## src/rtl/core/gld_pkg.sv

```systemverilog
// Shared types and constants for the GIF LZW decoder.
// No dependencies; imported by the top level, gld_ctrl and gld_datapath.
`timescale 1ns / 1ps

package gld_pkg;

  localparam int DICT_DEPTH_DEF = 4096;
  localparam logic [3:0] MIN_SIZE_RST = 4'd8;

  localparam logic REQ_FEED  = 1'b0;
  localparam logic REQ_FETCH = 1'b1;

  typedef struct packed {
    logic       req_type;
    logic [7:0] data_byte;
  } in_item_t;

  typedef struct packed {
    logic [7:0] out_byte;
    logic       out_valid;
    logic       need_input;
    logic       end_seen;
    logic       code_error;
  } out_item_t;

  typedef enum logic [2:0] {
    S_IDLE,
    S_CHECK,
    S_WALK,
    S_WALK_DT,
    S_RESULT
  } state_t;

  typedef struct packed {
    logic restart;   // config write: back to reset values for the new size
    logic feed;      // append data byte to the bit buffer
    logic decode;    // pull one code from the buffer and classify it
    logic walk_rd;   // read dictionary entry of the walk pointer
    logic walk_dt;   // push suffix, follow prefix
    logic finish;    // push root byte, add dictionary entry
    logic pop;       // read top of stack
    logic load;      // load output register
  } cmd_t;

  typedef struct packed {
    logic can_decode;
    logic start_walk;
    logic x_is_string;
    logic out_free;
  } status_t;

endpackage

```

## src/rtl/core/gld_ctrl.sv

```systemverilog
// Sequencer for the LZW decoder: accepts transactions and steps the datapath.
// Depends on gld_pkg.
`timescale 1ns / 1ps

module gld_ctrl (
  input  logic             clk,
  input  logic             rst,
  input  logic             in_valid,
  output logic             in_stall,
  input  logic             req_type,
  output logic             cfg_ready,
  input  logic             cfg_valid,
  input  gld_pkg::status_t st,
  output gld_pkg::cmd_t    cmd
);

  import gld_pkg::*;

  state_t state, state_next;

  always_ff @(posedge clk) begin
    if (rst) begin
      state <= S_IDLE;
    end else begin
      state <= state_next;
    end
  end

  always_comb begin
    state_next  = state;
    cmd         = '0;
    in_stall    = (state != S_IDLE);
    cfg_ready   = (state == S_IDLE);
    cmd.restart = cfg_valid && cfg_ready;
    unique case (state)
      S_IDLE: begin
        if (in_valid) begin
          if (req_type == REQ_FEED) begin
            cmd.feed   = 1'b1;
            state_next = S_RESULT;
          end else begin
            state_next = S_CHECK;
          end
        end
      end
      S_CHECK: begin
        if (st.can_decode) begin
          cmd.decode = 1'b1;
          state_next = st.start_walk ? S_WALK : S_CHECK;
        end else begin
          cmd.pop    = 1'b1;
          state_next = S_RESULT;
        end
      end
      S_WALK: begin
        if (st.x_is_string) begin
          cmd.walk_rd = 1'b1;
          state_next  = S_WALK_DT;
        end else begin
          cmd.finish = 1'b1;
          state_next = S_CHECK;
        end
      end
      S_WALK_DT: begin
        cmd.walk_dt = 1'b1;
        state_next  = S_WALK;
      end
      S_RESULT: begin
        if (st.out_free) begin
          cmd.load   = 1'b1;
          state_next = S_IDLE;
        end
      end
      default: state_next = S_IDLE;
    endcase
  end

endmodule

```

## config.mk

```make
export PLATFORM = sky130hd
export DESIGN_NAME = gld_ctrl
export DESIGN_NICKNAME = d
export VERILOG_FILES = /design/src/rtl/core/gld_pkg.sv /design/src/rtl/core/gld_ctrl.sv
export SDC_FILE = /design/constraint.sdc
export NUM_CORES = 1
export LEC_CHECK = 0
export ABC_AREA = 1
export BUFFER_PORTS_ARGS = -buffer_cell sky130_fd_sc_hd__buf_4
export CAP_MARGIN = 40
export CORE_AREA = 4 4 41 43
export DETAILED_ROUTE_END_ITERATION = 8
export DIE_AREA = 0 0 45 47
export PLACE_DENSITY = 0.56
export SLEW_MARGIN = 20
export SYNTH_ARGS = -nofsm -noshare
export SYNTH_HDL_FRONTEND = slang
export SYNTH_SLANG_ARGS = --single-unit
```

## constraint.sdc

```tcl
create_clock -name clk -period 1.07 [get_ports clk]
set_clock_uncertainty 0.15 [all_clocks]
set_input_delay 0.0535 -clock clk [delete_from_list [all_inputs] [get_ports clk]]
set_output_delay 0.0535 -clock clk [all_outputs]
set_load 0.02 [all_outputs]
```

==> results_dict.tcl, run 1 <==
set metrics [dict create \
    clockBufferDepth 2 \
    regMostFlops "state" \
    nFillCells 143 \
    yosys-mux-area-fraction_pct 0 \
    final_net_count 89 \
    synth_top_family_by_area "simple AND/OR/NAND/NOR gates" \
    placed_area_sq_um 440 \
    syn_area_sq_um 251 \
    synth_top_area_share_pct 23.9 \
    worst-path-buf-inv 1 \
    synth_seq_cells 3 \
    first_pass_iters 3 \
    drt_wl_total_microns 905 \
    synth-xor-area-share_pct 0 \
    drt_iter0_markers 4 \
    syn_nets 55 \
    path_class "flop to primary output" \
    crit_chain "nor2_4 > nand2_2 > nor2_4 > buf_6" \
    synth_cells 46 \
    status "complete, but fails checks" \
    wl_per_cell_microns 9.63 \
    power_mw 0.678 \
    top_regs "state: 3 flops" \
    period_needed_ns 1.29 \
    synth_top_cell_by_area "dfxtp_1" \
    worst_hold_slack_ns -0.00928 \
    clk-insertion-delay-late_ns 0.23 \
    crit_slowest_cell "dfxtp_4" \
    rows 13 \
    antenna_found_initial 0 \
    rsz0062_at_grt "yes" \
    core_area_sq_um 1300 \
    critPathArrivalTime_ns 1.08 \
    grt_pass1_vias 367 \
    ir_drop_uv 486 \
    track_usage_pct 9.70 \
    netlist_top_cells_count "inv_1, nor2_1, nand2_1" \
    synthAdderAreaFrac_pct 0 \
    cts_max_level 1 \
    cts_buffers 3 \
    vias_per_cell 4.13 \
    min_path_type "primary input to flop" \
    dp_cells 81 \
    leakage_nw 0.325 \
    overflow 0 \
    maxCapViolations 0 \
    drv_slew 0 \
    worstPathMaxFanout 5 \
    grt_start_max_net_pins 8 \
    dp_hpwl_microns 666 \
    initial_core_util_pct 19.3 \
    ant_nets 0 \
    worst_slew_pin_slew_ns 0.170 \
    antenna_cells 0 \
    synth_cell_type_count 14 \
    p_per_area_nw_per_um2 1050 \
    pin_count 19 \
    relSlewSlack_pct 88.6 \
    hold_viol_final 1 \
    numPortBuffers 18 \
    vias 388 \
    synthTopCellsByArea "dfxtp_1, inv_1, nor2_1, nand2_1, nor2_2" \
    clock.fmax_mhz 776 \
    synthArstFlopShare_pct 0 \
    synth_top_flop_cell "dfxtp_1" \
    clock-sinks 3 \
    required_ns 0.87 \
    synthSimpleGateAreaFrac_pct 55.7 \
    cp-end-kind "primary output" \
    setup_viol 12 \
    drcViolationCount 0 \
    pre_cts_ws_ns -0.0728 \
    layout-drive-gt1-share_pct 67.1 \
    fin_crit_sh_pct 120 \
    largest_reg_flops 3 \
    cts_tree "done" \
    cp_common_cell "nor2_4" \
    worst_slack_ns -0.218 \
    start_kind "flop" \
    syn_avg_cell_area_sq_um 5.47 \
    fin_area_sq_um 644 \
    die_y_microns 47 \
    violations "negative hold slack, negative setup slack" \
    grt_pass1_wl_mm 1.44 \
    ys_warn_count 0 \
    fin_cells 94 \
    area_growth_pct 156 \
    cts_root_buf "clkbuf_4" \
    die_w_microns 45 \
    synth-compound-area-share_pct 3.98 \
    yosysSeqAreaShare_pct 23.9 \
    dieArea_sq_um 2120 \
    path_delay_family "simple AND/OR/NAND/NOR gates" \
    slowest_delay_ns 0.36 \
    path_clk_slew_ns 0.03 \
    gp_congestion 0.741 \
    synth_edf_count 0 \
]
## timing repair
item,4_1_cts,5_1_grt
pin swaps,5,5
hold buffers,4,0
setup buffers,3,2
endpoints found under the setup margin,13,12
cloned,0,0
endpoints found under the hold margin,3,0
gates resized for setup,12,17
## worst reg2reg max path, stage by stage, from the launching register on
cell,delay [ns]
dfxtp_4,0.37
inv_2,0.06
nor2_4,0.11
nand2_4,0.07
buf_4,0.13
nand2_1,0.05
nor2_1,0.04
nor2_1,0.09
## path summary, 6_finish.rpt
path | start | to | slack [ns] | cells past startpoint
hold / removal | st[1] | state[1]$_SDFFE_PP0P_ | -0.009 | 3
setup reg to reg | state[1]$_SDFFE_PP0P_ | state[0]$_SDFFE_PP0P_ | -0.07 | 7
setup / recovery | state[2]$_SDFFE_PP0P_ | cmd[5] | -0.22 | 4
hold reg to reg | state[0]$_SDFFE_PP0P_ | state[2]$_SDFFE_PP0P_ | 0.40 | 3
## per-layer routing
metal	track usage, %	vias to the layer above	part of all wire [%]
met5	0	-	0
met4	3.51	0	0
met3	3.83	0	7.5
met2	19.2	13	57
met1	8.82	171	35
li1	-	204	-
## stage by stage
stage               utilization, %  setup TNS [ns]  hold slack, ns
floorplan                        -         -0.0154         -0.0274
global placement              33.8          -0.234          0.0895
detailed placement            33.8          -0.424          0.0926
CTS                           43.5           -1.97         -0.0203
global route                  49.5           -2.60         0.00950
finish                        49.5           -1.83        -0.00928
## cells in the final DEF (no fill, tap or decap)
cell,Yosys,layout
buf_4,0,16
buf_6,0,9
inv_1,9,7
nor2_4,0,5
inv_2,2,4
nor2_2,4,4
nor2_1,9,4
nand2_1,8,4
dlygate4sd3_1,0,4
nand2_2,1,3
clkbuf_4,0,3
nand2_4,0,2
nand3_2,0,2
nand3_1,4,2
dfxtp_4,0,2
nor3_2,0,1
and3_4,0,1
nand3b_1,1,1
nand4_1,1,1
o21ai_1,1,1
a21oi_1,1,1
clkbuf_1,0,1
dfxtp_2,0,1
## power by group
| group | internal (mW) | switching (mW) |
|---|---|---|
| logic | 0.173 | 0.171 |
| clock network | 0.139 | 0.0531 |
| registers | 0.123 | 0.0186 |
| total | 0.436 | 0.242 |
## layout make-up
class / instances / area [sq um] / area share (%)
sequential: 3 / 68.8 / 10.7
timing repair buffer: 29 / 262 / 40.6
clock buffer: 4 / 26.3 / 4.08
inverter: 11 / 41.3 / 6.41
tap: 15 / 18.8 / 2.91
multi-input combinational: 32 / 228 / 35.3
## logic make-up (layout without fill, tap and decap cells)
| logic type | Yosys count | after routing |
|---|---|---|
| flip-flops | 3 | 3 |
| AO/OA/AOI/OAI | 2 | 2 |
| AND/OR/NAND/NOR | 30 | 30 |
| buffers and inverters | 11 | 44 |
No activity file was read; power rests on OpenSTA's default activity.
==> run 2: changes to the inputs <==
==> constraint.sdc (replaced) <==
create_clock -name clk -period 1.07 [get_ports clk]
set_clock_uncertainty 0.15 [all_clocks]
set_input_delay 0.0535 -clock clk [delete_from_list [all_inputs] [get_ports clk]]
set_output_delay 0.0535 -clock clk [all_outputs]
set_load 0.1 [all_outputs]
==> results_dict.tcl, run 2 (synthesis results as in run 1) <==
set metrics [dict create \
    cts_max_level 1 \
    fin_cells 96 \
    start_kind "flop" \
    dieArea_sq_um 2120 \
    final_net_count 91 \
    vias_per_cell 4.16 \
    core_area_sq_um 1300 \
    fin_crit_sh_pct 134 \
    regMostFlops "state" \
    grt_pass1_vias 363 \
    numPortBuffers 18 \
    top_regs "state: 3 flops" \
    layout_commonest_cell "buf_4" \
    drt_iter0_markers 0 \
    first_pass_iters 1 \
    worstPathMaxFanout 4 \
    leakage_nw 0.357 \
    layout-drive-gt1-share_pct 65.4 \
    largest_reg_flops 3 \
    area_growth_pct 217 \
    grt_pass1_wl_mm 1.48 \
    dp_cells 86 \
    p_per_area_nw_per_um2 1250 \
    die_y_microns 47 \
    rows 13 \
    drv_slew 0 \
    maxCapViolations 0 \
    clock.fmax_mhz 698 \
    antenna_found_initial 0 \
    vias 399 \
    pin_count 19 \
    setup_viol 11 \
    cts_root_buf "clkbuf_4" \
    die_w_microns 45 \
    worst_slack_ns -0.363 \
    gp_congestion 0.718 \
    drt_wl_total_microns 891 \
    wl_per_cell_microns 9.28 \
    final_util_pct 61.3 \
    worst_hold_slack_ns 0.0215 \
    violations "negative setup slack" \
    antenna_cells 0 \
    clockBufferDepth 2 \
    final_cell_mix "buf_4, buf_12, nor2_4" \
    min_path_type "primary input to flop" \
    required_ns 0.87 \
    overflow 0 \
    path_class "flop to primary output" \
    path_clk_slew_ns 0.03 \
    status "complete, but fails checks" \
    track_usage_pct 10.3 \
    dp_hpwl_microns 679 \
    cp-end-kind "primary output" \
    critPathArrivalTime_ns 1.23 \
    drcViolationCount 0 \
    clock-sinks 3 \
    initial_core_util_pct 19.3 \
    grt_start_max_net_pins 7 \
    worst_slew_pin_slew_ns 0.278 \
    rsz0062_at_grt "yes" \
    ant_nets 0 \
    relSlewSlack_pct 81.6 \
    clk-insertion-delay-late_ns 0.23 \
    ir_drop_uv 712 \
    setup-tns-final_ns -3.24 \
    hold_viol_final 0 \
    cts_buffers 3 \
    period_needed_ns 1.43 \
    cts_tree "done" \
]
-- run 2: changes by cell type in the layout (fill, tap and decap cells not counted), sizes merged --
cell / previous run / this run
buf: 25 / 27
clkinvlp: 0 / 2
inv: 11 / 9
-- run 2: metrics by stage --
stage	instance area [sq um]	power (mW)	setup WS, ns
after floorplan	344	0.536	-0.374
after global placement	563	0.678	-0.198
after detailed placement	563	0.682	-0.221
after CTS	767	0.992	-0.382
after global routing	798	1.06	-0.431
final	798	1.00	-0.363
-- run 2: what timing repair did --
item,CTS,global route
gates resized for setup,34,4
hold buffers,4,0
pin swaps,10,6
setup buffers,1,2
hold endpoints to repair,3,0
setup endpoints to repair,12,13
-- run 2: cell type report --
class	instances	area (sq um)
Fill cell	123	503
Timing Repair Buffer	31	375
Multi-Input combinational cell	32	250
Sequential cell	3	71.3
Inverter	11	56.3
Clock buffer	4	26.3
Tap cell	15	18.8
-- run 2: power breakdown --
part	internal, mW	total, mW	switching (mW)
Clock	0.140	0.200	0.0604
Combinational	0.251	0.658	0.407
Sequential	0.123	0.142	0.0198
Total	0.514	1.00	0.487
-- run 2: worst paths after layout --
check | start | endpoint | slack [ns] | cells past startpoint
min | st[1] | state[1]$_SDFFE_PP0P_ | 0.02 | 3
max | state[1]$_SDFFE_PP0P_ | cmd[7] | -0.36 | 5
max reg2reg | state[0]$_SDFFE_PP0P_ | state[0]$_SDFFE_PP0P_ | -0.07 | 7
min reg2reg | state[2]$_SDFFE_PP0P_ | state[0]$_SDFFE_PP0P_ | 0.45 | 3
-- run 2: critical path, stage by stage (launching register included) --
cell and delay (ns):
dfxtp_4 0.35, nor2_4 0.19, buf_12 0.13, nand2_8 0.05, nor2_4 0.09, buf_12 0.18
-- run 2: metal layers --
layer | track usage [%] | part of all wire, % | routed length, microns
met3 | 5.36 | 10 | 91
met2 | 17.8 | 51 | 451
met5 | 0 | 0 | 0
met4 | 5.26 | 1.1 | 10
met1 | 10.2 | 38 | 336
